$ cat config.mk
export PLATFORM = sky130hd
export DESIGN_NAME = bba_controller
export DESIGN_NICKNAME = d
export VERILOG_FILES = /design/src/rtl/core/assert_macros.svh /design/src/rtl/core/bba_pkg.sv /design/src/rtl/core/bba_controller.sv
export SDC_FILE = /design/constraint.sdc
export NUM_CORES = 1
export LEC_CHECK = 0
export ABC_AREA = 0
export BUFFER_PORTS_ARGS = -buffer_cell sky130_fd_sc_hd__buf_2
export CORE_MARGIN = 4
export CORE_UTILIZATION = 40
export CTS_BUF_LIST = sky130_fd_sc_hd__clkbuf_16
export DETAILED_ROUTE_END_ITERATION = 6
export GPL_TIMING_DRIVEN = 0
export PLACE_DENSITY_LB_ADDON = 0.3
export SLEW_MARGIN = 40
export SYNTH_ARGS = -nofsm -noshare
export SYNTH_HDL_FRONTEND = slang
export SYNTH_SLANG_ARGS = --single-unit
$ cat constraint.sdc
create_clock -name clock -period 1.4 [get_ports clock]
set_input_delay 0 -clock clock [delete_from_list [all_inputs] [get_ports clock]]
set_output_delay 0 -clock clock [all_outputs]
set_load 0.005 [all_outputs]
$ cat src/rtl/core/assert_macros.svh
// assertion macros shared by the rtl
`ifndef ASSERT_MACROS_SVH
`define ASSERT_MACROS_SVH

`ifndef NO_ASSERTIONS

// same-cycle implication
`define BBA_ASSERT_IMP(label, clk, rst, a, b) \
   label: assert property (@(posedge clk) disable iff (rst) (a) |-> (b)) \
      else $error("assertion failed");

// next-cycle implication
`define BBA_ASSERT_NXT(label, clk, rst, a, b) \
   label: assert property (@(posedge clk) disable iff (rst) (a) |=> (b)) \
      else $error("assertion failed");

`else

`define BBA_ASSERT_IMP(label, clk, rst, a, b)
`define BBA_ASSERT_NXT(label, clk, rst, a, b)

`endif

`endif

$ cat src/rtl/core/bba_pkg.sv
`timescale 1ns / 1ps
`default_nettype none
package bba_pkg;

   // default geometry and register reset
   localparam int POOL_ORDER_DEF = 16;
   localparam int MIN_ORDER_DEF  = 5;
   localparam logic [6:0] HDR_RESET = 7'd24;

   // node codes
   localparam logic [1:0] ST_ABSENT = 2'd0;
   localparam logic [1:0] ST_FREE   = 2'd1;
   localparam logic [1:0] ST_SPLIT  = 2'd2;
   localparam logic [1:0] ST_ALLOC  = 2'd3;

   // result status codes
   localparam logic [1:0] STATUS_OK       = 2'd0;
   localparam logic [1:0] STATUS_NO_SPACE = 2'd1;
   localparam logic [1:0] STATUS_TOO_BIG  = 2'd2;
   localparam logic [1:0] STATUS_BAD_FREE = 2'd3;

   // request command codes
   localparam logic CMD_ALLOC = 1'b0;
   localparam logic CMD_FREE  = 1'b1;

   // datapath operation codes
   localparam logic [4:0] OP_NOP      = 5'd0;
   localparam logic [4:0] OP_CLR      = 5'd1;
   localparam logic [4:0] OP_CAPTURE  = 5'd2;
   localparam logic [4:0] OP_TOOBIG   = 5'd3;
   localparam logic [4:0] OP_A_INIT   = 5'd4;
   localparam logic [4:0] OP_RD_NODE  = 5'd5;
   localparam logic [4:0] OP_A_NEXT   = 5'd6;
   localparam logic [4:0] OP_A_UP     = 5'd7;
   localparam logic [4:0] OP_NOFREE   = 5'd8;
   localparam logic [4:0] OP_SPLIT1   = 5'd9;
   localparam logic [4:0] OP_SPLIT2   = 5'd10;
   localparam logic [4:0] OP_MARK     = 5'd11;
   localparam logic [4:0] OP_F_INIT   = 5'd12;
   localparam logic [4:0] OP_F_BAD    = 5'd13;
   localparam logic [4:0] OP_F_DESC   = 5'd14;
   localparam logic [4:0] OP_F_MARK   = 5'd15;
   localparam logic [4:0] OP_RD_BUDDY = 5'd16;
   localparam logic [4:0] OP_M_W1     = 5'd17;
   localparam logic [4:0] OP_M_W2     = 5'd18;
   localparam logic [4:0] OP_M_W3     = 5'd19;
   localparam logic [4:0] OP_F_DONE   = 5'd20;
   localparam logic [4:0] OP_LOAD_RSP = 5'd21;

   typedef struct packed {
      logic [4:0] op;
   } dp_cmd_type;

   typedef struct packed {
      logic is_free;
      logic is_split;
      logic is_alloc;
      logic is_alloc_cmd;
      logic too_big;
      logic out_range;
      logic last_in_level;
      logic lvl_is_pool;
      logic lvl_gt_k;
      logic lvl_gt_k1;
      logic ord_gt_min;
      logic aligned;
      logic is_root;
      logic clr_last;
      logic rsp_busy;
   } dp_stat_type;

endpackage
`default_nettype wire

$ cat src/rtl/core/bba_controller.sv
`timescale 1ns / 1ps
`default_nettype none
module bba_controller (
   input  wire                       clock,
   input  wire                       reset,
   input  wire                       req_valid,
   output logic                      req_ready,
   input  wire bba_pkg::dp_stat_type stat,
   output bba_pkg::dp_cmd_type       cmd
);
   import bba_pkg::*;

   localparam logic [3:0] S_CLEAR = 4'd0;
   localparam logic [3:0] S_IDLE  = 4'd1;
   localparam logic [3:0] S_DISP  = 4'd2;
   localparam logic [3:0] S_A_RD  = 4'd3;
   localparam logic [3:0] S_A_CHK = 4'd4;
   localparam logic [3:0] S_SPL1  = 4'd5;
   localparam logic [3:0] S_SPL2  = 4'd6;
   localparam logic [3:0] S_MARK  = 4'd7;
   localparam logic [3:0] S_F_RD  = 4'd8;
   localparam logic [3:0] S_F_CHK = 4'd9;
   localparam logic [3:0] S_M_RD  = 4'd10;
   localparam logic [3:0] S_M_CHK = 4'd11;
   localparam logic [3:0] S_M_W2  = 4'd12;
   localparam logic [3:0] S_M_W3  = 4'd13;
   localparam logic [3:0] S_DONE  = 4'd14;

   logic [3:0] state_ff, state_in;

   assign req_ready = state_ff == S_IDLE;

   // sequencing of search, split, descend and merge
   always_comb begin
      state_in = state_ff;
      cmd.op   = OP_NOP;
      case (state_ff)
         S_CLEAR: begin
            cmd.op = OP_CLR;
            if (stat.clr_last) state_in = S_IDLE;
         end
         S_IDLE: begin
            if (req_valid) begin
               cmd.op   = OP_CAPTURE;
               state_in = S_DISP;
            end
         end
         S_DISP: begin
            if (stat.is_alloc_cmd) begin
               if (stat.too_big) begin
                  cmd.op   = OP_TOOBIG;
                  state_in = S_DONE;
               end else begin
                  cmd.op   = OP_A_INIT;
                  state_in = S_A_RD;
               end
            end else if (stat.out_range) begin
               cmd.op   = OP_F_BAD;
               state_in = S_DONE;
            end else begin
               cmd.op   = OP_F_INIT;
               state_in = S_F_RD;
            end
         end
         S_A_RD: begin
            cmd.op   = OP_RD_NODE;
            state_in = S_A_CHK;
         end
         S_A_CHK: begin
            if (stat.is_free) begin
               state_in = stat.lvl_gt_k ? S_SPL1 : S_MARK;
            end else if (stat.last_in_level) begin
               if (stat.lvl_is_pool) begin
                  cmd.op   = OP_NOFREE;
                  state_in = S_DONE;
               end else begin
                  cmd.op   = OP_A_UP;
                  state_in = S_A_RD;
               end
            end else begin
               cmd.op   = OP_A_NEXT;
               state_in = S_A_RD;
            end
         end
         S_SPL1: begin
            cmd.op   = OP_SPLIT1;
            state_in = S_SPL2;
         end
         S_SPL2: begin
            cmd.op   = OP_SPLIT2;
            state_in = stat.lvl_gt_k1 ? S_SPL1 : S_MARK;
         end
         S_MARK: begin
            cmd.op   = OP_MARK;
            state_in = S_DONE;
         end
         S_F_RD: begin
            cmd.op   = OP_RD_NODE;
            state_in = S_F_CHK;
         end
         S_F_CHK: begin
            if (stat.is_split && stat.ord_gt_min) begin
               cmd.op   = OP_F_DESC;
               state_in = S_F_RD;
            end else if (!stat.is_alloc || !stat.aligned) begin
               cmd.op   = OP_F_BAD;
               state_in = S_DONE;
            end else begin
               cmd.op   = OP_F_MARK;
               state_in = S_M_RD;
            end
         end
         S_M_RD: begin
            if (stat.is_root) begin
               cmd.op   = OP_F_DONE;
               state_in = S_DONE;
            end else begin
               cmd.op   = OP_RD_BUDDY;
               state_in = S_M_CHK;
            end
         end
         S_M_CHK: begin
            if (stat.is_free) begin
               cmd.op   = OP_M_W1;
               state_in = S_M_W2;
            end else begin
               cmd.op   = OP_F_DONE;
               state_in = S_DONE;
            end
         end
         S_M_W2: begin
            cmd.op   = OP_M_W2;
            state_in = S_M_W3;
         end
         S_M_W3: begin
            cmd.op   = OP_M_W3;
            state_in = S_M_RD;
         end
         S_DONE: begin
            if (!stat.rsp_busy) begin
               cmd.op   = OP_LOAD_RSP;
               state_in = S_IDLE;
            end
         end
         default: begin
            state_in = S_IDLE;
         end
      endcase
   end

   always_ff @(posedge clock) begin
      if (reset) begin
         state_ff <= S_CLEAR;
      end else begin
         state_ff <= state_in;
      end
   end

endmodule
`default_nettype wire

==> flow_summary.ini, run 1 <==
[run_status]
run_status = finished, violations left
violations = negative setup slack

[setup_path]
crit_slowest_cell = dfxtp_1
r2r_cells = 6
startpoint = state_ff[3]$_SDFFE_PP0P_
arrival_ns = 1.41
endpoint = cmd[1]
timing.critical_path.cells = buf_6, buf_12, nor2_1, a2111oi_4, a21oi_1, o21ai_1, buf_2
crit_path_end_kind = primary output
required_ns = 1.40
path_depth = 7
worst_setup_path_start_kind = flop
slowest_delay_ns = 0.30
cpLargestDelayFamily = buffers and inverters
r2r_end = state_ff[0]$_SDFFE_PP0P_
crit_type = flop to primary output
reg2reg_slack_ns = 0.05
critPathBufInv = 3
r2r-start = state_ff[1]$_SDFFE_PP0P_
worstPathMaxFanout = 10

[clock_tree]
ctsHtreeMaxLevel = 1
cts_tree = done
cts_buffer_depth = 2
cts.sink_count = 4
clockRootBuffer = clkbuf_16
path_clk_slew_ns = 0.03
cts-buffers-inserted = 3
clkLatencyLatePin_ns = 0.22

[global_route]
track_usage = 0.202
grt_first_pass_wirelength_um = 4080
grt_use_met3 = 0.0258
use_met2 = 0.320
antenna_found_initial = 0
grt.overflow.total = 0
grt_max_degree = 11
use_met1 = 0.269
grt_busiest_layer = met2
grt_pass1_vias = 919

[yosys]
ys_seq_area_frac = 0.105
ys_types = 42
syn_inst = 109
syn-num-nets = 127
syn-mean-instance-area_um2 = 7.00
ys.flop_type = dfxtp_1
syn-cell-area_um2 = 763
async_flop_share = 0
yosysWarningCount = 0
synth_edf_count = 0
synth-seq-cells = 4

[timing]
rsz0062_at_grt = yes
tightest_slew_ns = 0.357
setup_violations = 3
slew_headroom = 0.762
hold_violations = 0
hold_ws_ns = 0.133
fin_skew_ns = 0.000786
post-route-period-util = 1.01
min_period_ns = 1.41
fmax_ghz = 0.708
fin_ws_ns = -0.0126
slew_violations = 0

[drt]
num_vias = 1008
drc_errors = 0
drt_iter0_drc = 48
ant_nets = 0
drt-vias-per-instance = 6.00
first_pass_iters = 4
wl_per_cell_um = 16.3
wirelength_um = 2740

[floorplanning]
row_count = 15
boundaryPins = 24
start_util = 0.433
core_um2 = 1760
fp.dieArea_um2 = 2670
fp.dieW_um = 51.7
chipHeight_um = 51.7

[cells_and_area]
num-fill-cells = 171
largest_register_ff_count = 4
syn_to_final_growth_pct = 51.6
top_register = state_ff
top_regs = state_ff x4
final_nets = 163
diodes = 0
final_layout_size_suffix_gt1_frac = 0.448

[min_path]
holdPathStages = 3
holdCritPathClass = input port to flop

[placement]
dp_worst_setup_slack_ns = 0.109
dp_hpwl_um = 1830
portBuffers = 23
gp_congestion = 0.975

[power]
power.density_nw_per_um2 = 1870
leakagePower_nw = 0.497
ir_drop_mv = 0.994

[run]
cap_violations = 0
-- worst min path at each step --
stage            start                  endpoint  slack, ns
6_report       stat[9]  state_ff[1]$_SDFFE_PP0P_       0.13
5_1_grt        stat[9]  state_ff[1]$_SDFFE_PP0P_       0.18
3_3_place_gp     reset  state_ff[1]$_SDFFE_PP0P_       0.22
3_5_place_dp     reset  state_ff[3]$_SDFFE_PP0P_       0.22
4_1_cts        stat[9]  state_ff[1]$_SDFFE_PP0P_       0.13
2_1_floorplan    reset  state_ff[3]$_SDFFE_PP0P_       0.07
-- synth_stat cells, types with 2 or more instances --
| library cell | instances | area (µm²) |
|---|---|---|
| buf_2 | 2 | 10.0 |
| a211oi_1 | 2 | 15.0 |
| o21ai_0 | 8 | 40.0 |
| and3_1 | 3 | 18.8 |
| o211ai_1 | 2 | 15.0 |
| nor2_1 | 9 | 33.8 |
| o21ai_1 | 2 | 10.0 |
| buf_4 | 4 | 30.0 |
| dfxtp_1 | 4 | 80.1 |
| a21oi_1 | 8 | 40.0 |
| nand3_1 | 3 | 15.0 |
| a2bb2oi_1 | 2 | 17.5 |
| nor2b_1 | 3 | 18.8 |
| buf_6 | 4 | 45.0 |
| nand2_1 | 8 | 30.0 |
| a21boi_0 | 2 | 15.0 |
| nand2b_1 | 5 | 31.3 |
| a22oi_1 | 2 | 15.0 |
| nor3_2 | 2 | 20.0 |
| inv_1 | 5 | 18.8 |
| mux2i_1 | 2 | 20.0 |
| a31oi_1 | 6 | 37.5 |
| a21o_1 | 2 | 15.0 |
-- cell families (layout without fill, tap and decap cells) --
kind of cell	Yosys count	in the layout	synth area share
buffers and inverters	15	49	0.136
muxes	2	2	0.0262
DFF	4	4	0.105
AOI/OAI and AO/OA	46	46	0.425
xor gates and xnor gates	1	1	0.0115
and+or+nand+nor	41	41	0.297
-- placed cells by master, fill, tap and decap left out, types with 4 or more instances in the layout --
cell type,Yosys,layout
a21oi_1,8,8
a31oi_1,6,5
buf_2,2,24
buf_4,4,8
buf_6,4,4
inv_1,5,5
nand2_1,8,8
nand2b_1,5,5
nor2_1,9,9
o21ai_0,8,5
o21ai_1,2,4
-- power by group --
group / switching, mW / total [mW] / internal (mW)
clock: 0.0778 / 0.442 / 0.365
sequential: 0.0616 / 0.227 / 0.166
combinational: 0.754 / 1.49 / 0.740
-- final cells by class --
type                       count  area, µm²  area share
tap                           25       31.3      0.0270
inverter                       5       18.8      0.0162
clock buffer                   3       75.1      0.0649
multi-input combinational     90        641       0.554
buffer                         9        110      0.0951
sequential                     4       86.3      0.0746
timing repair buffer          32        195       0.169
-- what timing repair did --
item	4_1_cts	5_1_grt
buffers inserted	3	4
pin swaps	2	5
hold buffers	1	0
hold endpoints to repair	4	0
gates resized for setup	14	14
cloned	1	0
setup endpoints to repair	4	6
-- worst reg2reg max path, delay by kind of cell, from the launching register on --
family          cells  cell delay, ns
compound gates      2            0.40
simple gates        2            0.23
flops               1            0.32
buf+inv             2            0.30
-- stage by stage --
step           utilization  setup TNS [ns]  total power [mW]  instances  instance area (µm²)
2_1_floorplan            -               0              1.04        109                  763
6_report             0.656         -0.0214              2.16        168                 1160
3_3_place_gp         0.516               0              1.32        157                  910
4_1_cts              0.602       -0.000862              1.93        164                 1060
5_1_grt              0.656          -0.240              2.29        168                 1160
3_5_place_dp         0.516               0              1.34        157                  910
-- per-layer routing --
metal,share of wire,up-vias
met5,0,-
met1,0.41,460
met2,0.47,66
met3,0.097,8
li1,-,474
met4,0.022,0
Note: power is estimated with default switching activity, not from simulation.
==> inputs of run 2 (changes only) <==
--- a/config.mk
+++ b/config.mk
@@ -7,12 +7,13 @@
 export LEC_CHECK = 0
 export ABC_AREA = 0
 export BUFFER_PORTS_ARGS = -buffer_cell sky130_fd_sc_hd__buf_2
-export CORE_MARGIN = 4
+export CORE_MARGIN = 8
 export CORE_UTILIZATION = 40
 export CTS_BUF_LIST = sky130_fd_sc_hd__clkbuf_16
 export DETAILED_ROUTE_END_ITERATION = 6
 export GPL_TIMING_DRIVEN = 0
 export PLACE_DENSITY_LB_ADDON = 0.3
+export SETUP_SLACK_MARGIN = 0.3
 export SLEW_MARGIN = 40
 export SYNTH_ARGS = -nofsm -noshare
 export SYNTH_HDL_FRONTEND = slang
==> run 2 against run 1 <==
  * The run still ends with negative setup slack left
  * Core utilization grew 9.8 points
  * Global-route usage up 2.0 points
  * Power is 31% higher
  * Die area up 33%
  * Worst setup slack lost 0.041 ns
  * Final cell count grew 8.9%
  * Count of clock-buffer cells in the layout unchanged
  * Sequential power shrank 8.8%
  * Sequential share of layout area down 1.3 points
  * Non-clock buffer count is 13 higher
  * Sequential cell count unchanged
==> flow_summary.ini, run 2 (synthesis gave the netlist of run 1 again) <==
[run_status]
run_status = finished, violations left
violations = negative setup slack

[timing]
slew_headroom = 0.643
hold_violations = 0
post-route-period-util = 1.04
tightest_slew_ns = 0.536
setup_violations = 3
fin_skew_ns = 0.00220
fmax_ghz = 0.688
hold_ws_ns = 0.202
fin_ws_ns = -0.0533
finalSetupTns_ns = -0.117
slew_violations = 0
rsz0062_at_grt = yes
min_period_ns = 1.45

[floorplanning]
fp.dieW_um = 59.7
fp.dieArea_um2 = 3560
core_um2 = 1880
chipHeight_um = 59.7
boundaryPins = 24
start_util = 0.406
row_count = 16

[clock_tree]
cts_buffer_depth = 2
cts-buffers-inserted = 3
clkLatencyLatePin_ns = 0.23
clockRootBuffer = clkbuf_16
path_clk_slew_ns = 0.03
cts.sink_count = 4
cts_tree = done
ctsHtreeMaxLevel = 1

[setup_path]
worstPathMaxFanout = 4
worst_setup_path_start_kind = flop
reg2reg_slack_ns = 0
critPathBufInv = 4
required_ns = 1.40
crit_slowest_cell = dfxtp_2
r2r_cells = 6
crit_type = flop to primary output
crit_path_end_kind = primary output
arrival_ns = 1.45
slowest_delay_ns = 0.33
timing.critical_path.cells = buf_6, buf_8, buf_12, xor2_1, a21oi_1, o21ai_1, buf_2
r2r-start = state_ff[1]$_SDFFE_PP0P_
cpLargestDelayFamily = buffers and inverters
r2r_end = state_ff[1]$_SDFFE_PP0P_

[global_route]
grt_pass1_vias = 1146
grt_max_degree = 11
grt_first_pass_wirelength_um = 5800
grt.overflow.total = 0
antenna_found_initial = 0
track_usage = 0.222

[placement]
gp_congestion = 0.857
placed_area_um2 = 930
dp_hpwl_um = 1940
portBuffers = 23

[min_path]
holdCritPathClass = input port to flop
min-delay-start = stat[1]
holdPathStages = 5
worstHoldEndpoint = state_ff[0]$_SDFFE_PP0P_

[power]
power.density_nw_per_um2 = 2000
ir_drop_mv = 1.14
leakagePower_nw = 0.589
finalPower_mw = 2.84

[cells_and_area]
stdcell_area_um2 = 1420
syn_to_final_growth_pct = 85.9
top_regs = state_ff x4
diodes = 0
layout_commonest_cell = buf_2
largest_register_ff_count = 4
final_cell_mix = buf_2 (23), buf_6 (17), buf_4 (8)
final_nets = 176
top_register = state_ff
final_layout_size_suffix_gt1_frac = 0.596

[drt]
first_pass_iters = 4
ant_nets = 0
num_vias = 1131
drt_iter0_drc = 67
drc_errors = 0
wl_per_cell_um = 21.0
drt-vias-per-instance = 6.18
wirelength_um = 3840

[run]
cap_violations = 0
## run 2: cell types whose count changed in the layout (fill, tap and decap cells not counted), moves of 2 or more
| cell | change |
|---|---|
| buf_6 | +13 |
| buf_8 | +2 |
| nand2b_1 | -2 |
| nand2b_4 | +2 |
| nor2_1 | -2 |
| nor2_2 | +2 |
| o21ai_2 | +2 |
## run 2: area by class of cell
type                    count  area, µm²
fillers                   142        463
plain buffers              10        120
inverters                   5       26.3
flip-flops and latches      4       87.6
repair buffers             44        337
clock buffers               3       75.1
well taps                  27       33.8
multi-input cells          90        739
## run 2: where the power goes
part           switching, mW  total [mW]  internal [mW]
Sequential            0.0429       0.207          0.164
Clock                 0.0854       0.451          0.365
Combinational           1.06        2.18           1.11
## run 2: worst register-to-register path: stages (launching register included)
cell and delay, ns:
dfxtp_2 0.35, buf_6 0.15, buf_6 0.12, nand2_8 0.06, a32o_2 0.25, o31ai_2 0.20
a31oi_1 0.13
## run 2: metal layers
layer  part of all wire  global-route usage  vias up  routed length (µm)
met5                  0                   0        -                   0
li1                   -                   -      501                   -
met4              0.034               0.163        0                 129
met3               0.10              0.0516       17                 394
met1               0.38               0.256      510                1470
met2               0.48               0.348      103                1840
## run 2: per-stage QoR
step                      cells   util  worst slack (ns)
after floorplan             109      -             0.261
after CTS                   181  0.719           -0.0274
after detailed placement    159  0.494            0.0344
final                       183  0.754           -0.0533
after global placement      159  0.494            0.0951
after global routing        183  0.754           -0.0675
## run 2: how the worst max path moves through the flow
stage                              from                       end  slack, ns  cells after the start
5_1_grt        state_ff[1]$_SDFFE_PP0P_                    cmd[2]      -0.07                      7
6_report       state_ff[1]$_SDFFE_PP0P_                    cmd[1]      -0.05                      7
2_1_floorplan  state_ff[1]$_SDFFE_PP0P_  state_ff[1]$_SDFFE_PP0P_       0.26                      5
3_5_place_dp   state_ff[3]$_SDFFE_PP0P_                    cmd[1]       0.03                      7
3_3_place_gp   state_ff[3]$_SDFFE_PP0P_                    cmd[1]        0.1                      7
4_1_cts        state_ff[1]$_SDFFE_PP0P_                    cmd[1]      -0.03                      6
## run 2: what timing repair did
| action | 4_1_cts | 5_1_grt |
|---|---|---|
| hold endpoints to repair | 4 | 0 |
| pin swaps | 22 | 6 |
| cloned | 2 | 0 |
| hold buffers | 1 | 0 |
| gates resized for setup | 52 | 12 |
| setup endpoints to repair | 10 | 10 |
| buffers inserted | 16 | 2 |
